$ cat src/design/assert_macros.svh
// Assertion helpers used by the top-level RTL file.
`ifndef ASSERT_MACROS_SVH
`define ASSERT_MACROS_SVH

// When the antecedent holds, the consequent holds in the same cycle.
`define ASSERT_SAME(label, clk, rst, ante, cons) \
   label: assert property (@(posedge clk) disable iff (rst) (ante) |-> (cons)) \
      else $error("assertion failed: same-cycle implication");

// When the antecedent holds, the consequent holds in the next cycle.
`define ASSERT_NEXT(label, clk, rst, ante, cons) \
   label: assert property (@(posedge clk) disable iff (rst) (ante) |=> (cons)) \
      else $error("assertion failed: next-cycle implication");

`endif

$ cat src/design/htd_pkg.sv
`timescale 1ns / 1ps
`default_nettype none

package htd_pkg;

   localparam int SYM_W  = 8;
   localparam int CODE_W = 32;
   localparam int LEN_W  = 6;
   localparam int KIND_W = 3;

   // Request codes.
   typedef enum logic [1:0] {
      REQ_CLEAR  = 2'd0,
      REQ_INSERT = 2'd1,
      REQ_DECODE = 2'd2,
      REQ_UNUSED = 2'd3
   } htd_req_type;

   // Result codes.
   typedef enum logic [KIND_W-1:0] {
      KIND_SYMBOL   = 3'd0,
      KIND_INSERTED = 3'd1,
      KIND_FULL     = 3'd2,
      KIND_NO_PATH  = 3'd3,
      KIND_CLEARED  = 3'd4
   } htd_kind_type;

   // Sequencer states.
   typedef enum logic [6:0] {
      ST_IDLE   = 7'b0000001,
      ST_WALK   = 7'b0000010,
      ST_LOAD   = 7'b0000100,
      ST_DREAD  = 7'b0001000,
      ST_DCHILD = 7'b0010000,
      ST_DLEAF  = 7'b0100000,
      ST_RESULT = 7'b1000000
   } htd_state_type;

   // Result handed from the sequencer to the output register.
   typedef struct packed {
      htd_kind_type     kind;
      logic [SYM_W-1:0] sym;
   } htd_result_type;

endpackage

`default_nettype wire

$ cat src/design/htd_core.sv
`timescale 1ns / 1ps
`default_nettype none

module htd_core import htd_pkg::*; #(
   parameter int NODE_COUNT   = 512,
   parameter int MAX_CODE_LEN = 32,
   localparam int IW = $clog2(NODE_COUNT),
   localparam int NW = 2 * IW + 1 + SYM_W
) (
   input  wire logic              clock,
   input  wire logic              reset,
   input  wire logic              req_valid,
   output logic                   req_stall,
   input  wire logic [1:0]        req_type,
   input  wire logic [SYM_W-1:0]  req_symbol,
   input  wire logic [CODE_W-1:0] req_code_bits,
   input  wire logic [LEN_W-1:0]  req_code_length,
   input  wire logic              req_stream_bit,
   output logic                   res_valid,
   input  wire logic              res_take,
   output htd_result_type         res,
   output logic                   ram_we,
   output logic      [IW-1:0]     ram_waddr,
   output logic      [NW-1:0]     ram_wdata,
   output logic      [IW-1:0]     ram_raddr,
   input  wire logic [NW-1:0]     ram_rdata
);

   localparam int FW = $clog2(NODE_COUNT + 1);
   localparam int RW = $clog2(MAX_CODE_LEN + 1);
   localparam int PW = (RW > LEN_W) ? RW : LEN_W;

   htd_state_type     state_ff, state_in;
   logic [NW-1:0]     root_ff, root_in;
   logic [NW-1:0]     cur_ff, cur_in;
   logic [IW-1:0]     idx_ff, idx_in;
   logic [FW-1:0]     free_ff, free_in;
   logic [IW-1:0]     cursor_ff, cursor_in;
   logic [RW-1:0]     rem_ff, rem_in;
   logic [CODE_W-1:0] code_ff, code_in;
   logic [SYM_W-1:0]  sym_ff, sym_in;
   logic              dir_ff, dir_in;
   htd_result_type    res_ff, res_in;

   logic              accept;
   logic [IW-1:0]     cur_left, cur_right, cur_next;
   logic [PW-1:0]     pos_wide, len_wide;
   logic              walk_dir;
   logic [NW-1:0]     wb_node;

   assign req_stall = (state_ff != ST_IDLE);
   assign accept    = req_valid && !req_stall;
   assign res_valid = (state_ff == ST_RESULT);
   assign res       = res_ff;

   // Fields of the node held in the work register.
   assign cur_left  = cur_ff[NW-1 -: IW];
   assign cur_right = cur_ff[NW-1-IW -: IW];

   // Code bit for the current walk step; positions past the code word read as zero.
   assign pos_wide = PW'(rem_ff) - PW'(1);
   assign walk_dir = (pos_wide < PW'(CODE_W)) ? code_ff[pos_wide[4:0]] : 1'b0;
   assign cur_next = (state_ff == ST_WALK ? walk_dir : dir_ff) ? cur_right : cur_left;
   assign len_wide = PW'(req_code_length);

   // Sequencer: at most one store read and one store write per step.
   always_comb begin
      state_in  = state_ff;
      root_in   = root_ff;
      cur_in    = cur_ff;
      idx_in    = idx_ff;
      free_in   = free_ff;
      cursor_in = cursor_ff;
      rem_in    = rem_ff;
      code_in   = code_ff;
      sym_in    = sym_ff;
      dir_in    = dir_ff;
      res_in    = res_ff;
      ram_we    = 1'b0;
      ram_waddr = idx_ff;
      ram_raddr = '0;
      wb_node   = cur_ff;
      ram_wdata = wb_node;

      case (state_ff)
         ST_IDLE: begin
            if (accept) begin
               case (req_type)
                  REQ_CLEAR: begin
                     root_in    = '0;
                     free_in    = FW'(1);
                     cursor_in  = '0;
                     res_in     = '{kind: KIND_CLEARED, sym: '0};
                     state_in   = ST_RESULT;
                  end
                  REQ_INSERT: begin
                     cur_in   = root_ff;
                     idx_in   = '0;
                     code_in  = req_code_bits;
                     sym_in   = req_symbol;
                     rem_in   = (len_wide > PW'(MAX_CODE_LEN)) ? RW'(MAX_CODE_LEN)
                                                              : RW'(len_wide);
                     state_in = ST_WALK;
                  end
                  REQ_DECODE: begin
                     dir_in = req_stream_bit;
                     if (cursor_ff == '0) begin
                        cur_in   = root_ff;
                        state_in = ST_DCHILD;
                     end else begin
                        ram_raddr = cursor_ff;
                        state_in  = ST_DREAD;
                     end
                  end
                  default: begin
                     state_in = ST_IDLE;
                  end
               endcase
            end
         end

         // Insert walk: the node in the work register is always written back.
         ST_WALK: begin
            if (rem_ff == '0) begin
               wb_node[SYM_W]     = 1'b1;
               wb_node[SYM_W-1:0] = sym_ff;
               res_in   = '{kind: KIND_INSERTED, sym: '0};
               state_in = ST_RESULT;
            end else if (cur_next != '0) begin
               ram_raddr = cur_next;
               idx_in    = cur_next;
               state_in  = ST_LOAD;
            end else if (free_ff >= FW'(NODE_COUNT)) begin
               res_in   = '{kind: KIND_FULL, sym: '0};
               state_in = ST_RESULT;
            end else begin
               if (walk_dir) begin
                  wb_node[NW-1-IW -: IW] = free_ff[IW-1:0];
               end else begin
                  wb_node[NW-1 -: IW] = free_ff[IW-1:0];
               end
               cur_in  = '0;
               idx_in  = free_ff[IW-1:0];
               free_in = free_ff + FW'(1);
               rem_in  = rem_ff - RW'(1);
            end
            ram_wdata = wb_node;
            if (idx_ff == '0) begin
               root_in = wb_node;
            end else begin
               ram_we = 1'b1;
            end
         end

         ST_LOAD: begin
            cur_in   = ram_rdata;
            rem_in   = rem_ff - RW'(1);
            state_in = ST_WALK;
         end

         ST_DREAD: begin
            cur_in   = ram_rdata;
            state_in = ST_DCHILD;
         end

         // Step to the selected child, or report a missing one.
         ST_DCHILD: begin
            if (cur_next == '0) begin
               cursor_in = '0;
               res_in    = '{kind: KIND_NO_PATH, sym: '0};
               state_in  = ST_RESULT;
            end else begin
               ram_raddr = cur_next;
               idx_in    = cur_next;
               state_in  = ST_DLEAF;
            end
         end

         ST_DLEAF: begin
            if (ram_rdata[SYM_W]) begin
               cursor_in = '0;
               res_in    = '{kind: KIND_SYMBOL, sym: ram_rdata[SYM_W-1:0]};
               state_in  = ST_RESULT;
            end else begin
               cursor_in = idx_ff;
               state_in  = ST_IDLE;
            end
         end

         ST_RESULT: begin
            if (res_take) begin
               state_in = ST_IDLE;
            end
         end

         default: begin
            state_in = ST_IDLE;
         end
      endcase
   end

   // Control state, the root node, the next free node and the cursor.
   always_ff @(posedge clock) begin
      if (reset) begin
         state_ff  <= ST_IDLE;
         root_ff   <= '0;
         free_ff   <= FW'(1);
         cursor_ff <= '0;
      end else begin
         state_ff  <= state_in;
         root_ff   <= root_in;
         free_ff   <= free_in;
         cursor_ff <= cursor_in;
      end
   end

   // Working registers.
   always_ff @(posedge clock) begin
      cur_ff  <= cur_in;
      idx_ff  <= idx_in;
      rem_ff  <= rem_in;
      code_ff <= code_in;
      sym_ff  <= sym_in;
      dir_ff  <= dir_in;
      res_ff  <= res_in;
   end

endmodule

`default_nettype wire

$ cat config.mk
export PLATFORM = sky130hd
export DESIGN_NAME = htd_core
export DESIGN_NICKNAME = d
export VERILOG_FILES = /design/src/design/assert_macros.svh /design/src/design/htd_pkg.sv /design/src/design/htd_core.sv
export SDC_FILE = /design/constraint.sdc
export NUM_CORES = 1
export LEC_CHECK = 0
export BUFFER_PORTS_ARGS = -buffer_cell sky130_fd_sc_hd__buf_2
export CAP_MARGIN = 20
export CORE_MARGIN = 8
export CORE_UTILIZATION = 40
export CTS_CLUSTER_SIZE = 8
export DETAILED_ROUTE_END_ITERATION = 10
export PLACE_DENSITY = 0.61
export SLEW_MARGIN = 20
export SYNTH_ARGS = -nofsm -noshare
export SYNTH_HDL_FRONTEND = slang
export SYNTH_SLANG_ARGS = --single-unit
export TNS_END_PERCENT = 50
$ cat constraint.sdc
create_clock -name clock -period 6.2 [get_ports clock]
set_clock_uncertainty 0.1 [all_clocks]
set_input_delay 0.31 -clock clock [delete_from_list [all_inputs] [get_ports clock]]
set_output_delay 0.31 -clock clock [all_outputs]
set_load 0.02 [all_outputs]
Yosys cells after proc, flatten, opt, wreduce, memory -nomap -nowiden
Cells that the tools add are included.
- shifts and indexed selects: 0
- $mul: 0
- $lt $le $gt $ge: 4
- divide/modulo/power cells: 0
- $add $sub $neg: 2
- reductions and logical operators: 25
- bitwise logic cells: 0
- equal/unequal tests: 27
- multiplexer cells: 75
- operators by type and width (kind ; count):
    27-bit 2-to-1 mux ; 9
    9-bit 2-to-1 mux ; 20
    27-bit one-hot mux with 2 select lines ; 2
    27-bit one-hot mux with 3 select lines ; 1
    9-bit one-hot mux with 3 select lines ; 3
    11-bit 2-to-1 mux ; 7
    18-bit 2-to-1 mux ; 3
    10-bit 2-to-1 mux ; 5
    7-bit 2-to-1 mux ; 7
    7-bit one-hot mux with 7 select lines ; 1
    11-bit one-hot mux with 4 select lines ; 1
    6-bit 2-to-1 mux ; 6
    9-bit zero test ; 3
    7-bit one-hot mux with 3 select lines ; 1
    10-bit one-hot mux with 2 select lines ; 1
    6-bit one-hot mux with 3 select lines ; 1
    6-bit AND reduction ; 3
    2-bit != test, second input constant ; 7
    7-bit AND reduction ; 2
    3-bit nonzero test ; 4
    10-bit by 1-bit adder with 10-bit output, second input constant ; 1
    10-bit greater-or-equal comparator, second input constant ; 1
    3-bit != test, second input constant ; 3
    3-bit AND reduction ; 3
    other kinds (29) ; 38
- word-level logic and storage cells: 145
- bits in writable memories: 0
- bits in read-only memories: 0
- memories: 0
- latch bits: 0
- bits in registers: 147

Depth between registers and ports, before layout
- word-level depth: 11
- depth in mapped cells: 14
- mapped depth without buffers: 10

Worst setup path after synthesis
Ideal clock, no wire load.
- path type: reg2reg
- start point: register rem_ff[0]
- end point: register cur_ff[0], enable pin
- buffers on the path: 1
- cell stages (with the launch flop): 12
- path slack: 1655 ps
- arrival time: 4022 ps
- period minus slack after synthesis: 4545 ps
- cells stage by stage: edfxtp_1 -> inv_1 -> ha_1 -> xor2_1 -> buf_6 -> mux4_2 -> nor2_1 -> nor3_1 -> nor4_2 -> mux2i_1 -> a311o_1 -> a22oi_1
- cells in the longest elaborated chain, start to end: 9
- elaborated cells between the ends (all ways): 12
- those cells by class: 1 x add/sub; 1 x order compare; 2 x eq/ne; 5 x mux; 3 x reduce/logical
- ends and longest elaborated chain (what ; RTL line ; source):
    start, declared ; htd_core.sv:39 ; logic [RW-1:0] rem_ff, rem_in;
    start signal, assigned ; htd_core.sv:221 ; rem_ff <= rem_in;
    6-bit by 1-bit subtractor with 6-bit output ; htd_core.sv:61 ; assign pos_wide = PW'(rem_ff) - PW'(1);
    1-bit binary-select mux with 5-bit select ; htd_core.sv:62 ; assign walk_dir = (pos_wide < PW'(CODE_W)) ? code_ff[pos_wide[4:0]] : 1'b0;
    1-bit 2-to-1 mux (implied by the code) ; htd_core.sv:62 ;
    1-bit 2-to-1 mux ; htd_core.sv:62 ;
    1-bit 2-to-1 mux ; htd_core.sv:63 ; assign cur_next = (state_ff == ST_WALK ? walk_dir : dir_ff) ? cur_right : cur_left;
    9-bit 2-to-1 mux ; htd_core.sv:63 ;
    9-bit nonzero test ; htd_core.sv:129 ; end else if (cur_next != '0) begin
    2-bit != test (no source line) ; - ;
    7-bit AND reduction (no source line) (*) ; - ;
    end signal, assigned ; htd_core.sv:219 ; cur_ff <= cur_in;
    end, declared ; htd_core.sv:35 ; logic [NW-1:0] cur_ff, cur_in;
Mark *: on every way between the ends. The rest lies on a longest branch, timed or not. The select of a mux whose other input is x is not followed.
A chain may end at the register's enable or synchronous reset.

Final worst setup path
- start point: register rem_ff[0]
- end point: output ram_raddr[4]
- cells in the longest elaborated chain, start to end: 10
- elaborated cells between the ends (all ways): 14
- those cells by class: 1 x add/sub; 1 x order compare; 9 x mux; 3 x reduce/logical
- ends and longest elaborated chain (what ; RTL line ; source):
    6-bit by 1-bit subtractor with 6-bit output ; htd_core.sv:61 ;
    1-bit binary-select mux with 5-bit select ; htd_core.sv:62 ;
    1-bit 2-to-1 mux (implied by the code) ; htd_core.sv:62 ;
    1-bit 2-to-1 mux ; htd_core.sv:62 ;
    1-bit 2-to-1 mux ; htd_core.sv:63 ;
    9-bit 2-to-1 mux ; htd_core.sv:63 ;
    9-bit nonzero test ; htd_core.sv:129 ;
    9-bit 2-to-1 mux ; htd_core.sv:129 ;
    9-bit 2-to-1 mux ; htd_core.sv:124 ; if (rem_ff == '0) begin
    9-bit one-hot mux with 3 select lines (*) ; htd_core.sv:85 ; case (state_ff)
    end, declared ; htd_core.sv:25 ; output logic [IW-1:0] ram_raddr,
Marks and branches as above.

==> results.ini <==
[detailed_routing]
wl_per_cell_um = 20.6
route.detailed.drc = 0
routed_wl_um = 23500
vias = 6654
drt-pass1-iter-count = 5
drt_iter0_markers = 722
ant_nets = 0
via_per_inst = 5.82

[place]
gp_congestion = 0.860
post-dp-hpwl_um = 16300
pre_cts_slack_ns = 0.945
portBuffers = 138

[timing]
fin_ws_ns = 0.532
grt_setup_unrepaired = no
fin_setup_tns_ns = 0
period_minus_slack_ns = 5.67
slew_headroom = 0.321
setup_viol = 0
finalHoldViolations = 0
slew_viol_final = 0
final.period_utilization = 0.914
fmax_ghz = 0.176
worstMarginPinSlew_ns = 1.02

[layout]
areaGrowthSynthToFinish_pct = 24.2
nets = 978
seqCellArea_um2 = 3880
drive_gt1_frac = 0.238
fin_util = 0.506
multi_input_area_um2 = 3440
fill_cells = 1698

[global_route]
grt_antenna_before_repair = 1
grt_use_total = 0.196
grt_pass1_vias = 6519
grt_pass1_wl_um = 36500
grt_max_degree = 43
overflow = 0

[clock_network]
clock_sinks = 147
clk_pin_slew_ns = 0.06
htreeDepth = 4
cts_max_path_buffers = 2
cts_tree = yes
cts.root.buffer_cell = clkbuf_16
cts_buffers = 17
insertion_delay_ns = 0.42
cts_resized = 0

[worst_setup_path]
end_kind = primary output
required_ns = 5.79
r2r_start = rem_ff[0]
reg2reg_depth = 9
start_kind = register
critPathMaxFanout = 20
critical_path_class = register to primary output
r2r_slack_ns = 0.91
critPathArrivalTime_ns = 5.26
reg2reg_to = res[6]

[yosys]
synth_xor_area_frac = 0.0127
yosys.area_share.simple = 0.191
synthCells = 744
synth_compound_area_frac = 0.182
ys_warn_count = 0
syn_area_um2 = 7580
syn_nets = 827
synth_mux_area_frac = 0.0587
synth_enable_flop_cells = 94
avgSynthCellArea_um2 = 10.2
yosysSeqAreaShare = 0.512
synthArstFlopShare = 0
synth_top_family_by_area = simple AND/OR/NAND/NOR gates
synthAdderAreaFrac = 0.00495
ys_types = 70
synth_flop_cell = edfxtp_1
ys_ff_latch = 147

[floorplan]
initial_core_util = 0.407
die_area_um2 = 23600
die_x_um = 154
ios = 139
row_count = 50
core_area_um2 = 18600
fp.dieH_um = 154

[pwr]
powerDensity_nw_per_um2 = 260
leakagePower_uw = 0.00370
ir_drop_v = 0.000183

[min_path]
holdPathEnd = cur_ff[9]
hold_path_depth = 2
hold_class = input port to register
worstHoldStart = ram_rdata[9]

[outcome]
status = finished, final reports clean

[job]
max_cap_violations = 0

## how the worst max path moves through the flow
stage,startpoint,to,slack [ns],cells after the start
6_report,rem_ff[0],ram_raddr[4],0.53,10
5_1_grt,rem_ff[0],ram_raddr[1],0.15,10
4_1_cts,rem_ff[0],ram_raddr[4],0.52,10
3_5_place_dp,rem_ff[0],res[3],0.94,9
3_3_place_gp,rem_ff[0],res[3],1.03,9
2_1_floorplan,rem_ff[0],cur_ff[0],1.65,11
## timing repair
item                                   CTS  global route
endpoints found under the hold margin   41             0
hold buffers                            41             0
buffers inserted                         0             0
## layout make-up
| cell class | instances | area share |
|---|---|---|
| clock buffer | 18 | 0.0455 |
| inverter | 8 | 0.00319 |
| sequential | 147 | 0.412 |
| timing repair buffer | 190 | 0.126 |
| clock inverter | 14 | 0.0177 |
| multi-input combinational | 531 | 0.365 |
| tap | 234 | 0.0311 |
| antenna | 1 | 0.000266 |
## synthesized netlist by cell type (8+ instances only)
master     instances  area (µm²)
a31oi_1           12        75.1
a21oi_1           33         165
clkbuf_1          41         154
nand2_1           77         289
nor3_1            41         205
o2111ai_1          9        78.8
nand2b_1           8        50.1
o21ai_0           31         155
and3_1            30         188
edfxtp_1          94        2820
nor4_1            13        81.3
nor2_1            42         158
mux2_2             8        90.1
inv_1              8        30.0
a21o_1            20         150
a32oi_1            9        78.8
buf_2              9        45.0
nand3_1           35         175
dfxtp_1           53        1060
mux2i_1           25         250
a22o_1            27         236
and2_1             9        56.3
## worst max-delay path: stages, from the launching register on
cell and delay [ns]:
edfxtp_1 0.57, inv_1 0.22, ha_1 0.81, mux4_2 0.41, o21ai_0 0.17, nor3_1 0.11
or4_1 0.93, o21ai_1 0.78, o211ai_2 0.37, o21ai_0 0.25, buf_2 0.19
## layout by cell type (no fill, tap or decap), drive strengths merged, types with 6 or more instances in the layout
cell type and instances:
buf 149, edfxtp 94, nand2 77, dfxtp 53, nor2 43, nor3 43
dlygate4sd3 41, o21ai 39, a21oi 37, nand3 35, and3 30, a22o 27
mux2i 27, a21o 20, clkbuf 18, inv 16, nor4 14, a31oi 12
and2 11, a32oi 9, o2111ai 9, mux2 9, nand2b 8, o32ai 7
xnor2 6, a211oi 6
## where the power goes
group / internal, µW / switching, µW / total [µW]
Combinational: 108 / 177 / 285
Clock: 607 / 436 / 1040
Sequential: 1090 / 33.7 / 1120
## logic make-up (layout without fill, tap and decap cells)
family	count (synthesis)	after routing
and+or+nand+nor	284	284
AOI/OAI and AO/OA	195	195
DFF	147	147
buffers and inverters	66	230
muxes	38	38
xor gates and xnor gates	11	11
adders and majority gates	3	3
other	0	1
## through the flow
step	total power, µW	instance area (µm²)	hold slack, ns	instances
3_5_place_dp	1400	8420	0.343	1069
5_1_grt	2530	9420	0.0587	1143
2_1_floorplan	1300	7580	0.309	744
3_3_place_gp	1400	8420	0.339	1069
4_1_cts	2460	9420	0.0664	1142
6_report	2450	9420	0.0783	1143
## state kept, by name (all words and copies together), names as in the netlist
| name | count |
|---|---|
| code_ff | 32 |
| cur_ff | 27 |
| cursor_ff | 9 |
| dir_ff | 1 |
| free_ff | 10 |
| ram_waddr | 9 |
| rem_ff | 6 |
| res | 11 |
| root_ff | 27 |
| state_ff | 7 |
| sym_ff | 8 |
## per-layer routing
layer | vias to the layer above | part of all wire | wire [µm] | global-route usage
met2 | 322 | 0.46 | 10900 | 0.304
met4 | 0 | 0.020 | 481 | 0.0625
met1 | 3162 | 0.44 | 10300 | 0.259
li1 | 3133 | - | - | -
met3 | 37 | 0.077 | 1810 | 0.0547
met5 | - | 0 | 0 | 0
Note: power is estimated with default switching activity, not from simulation.
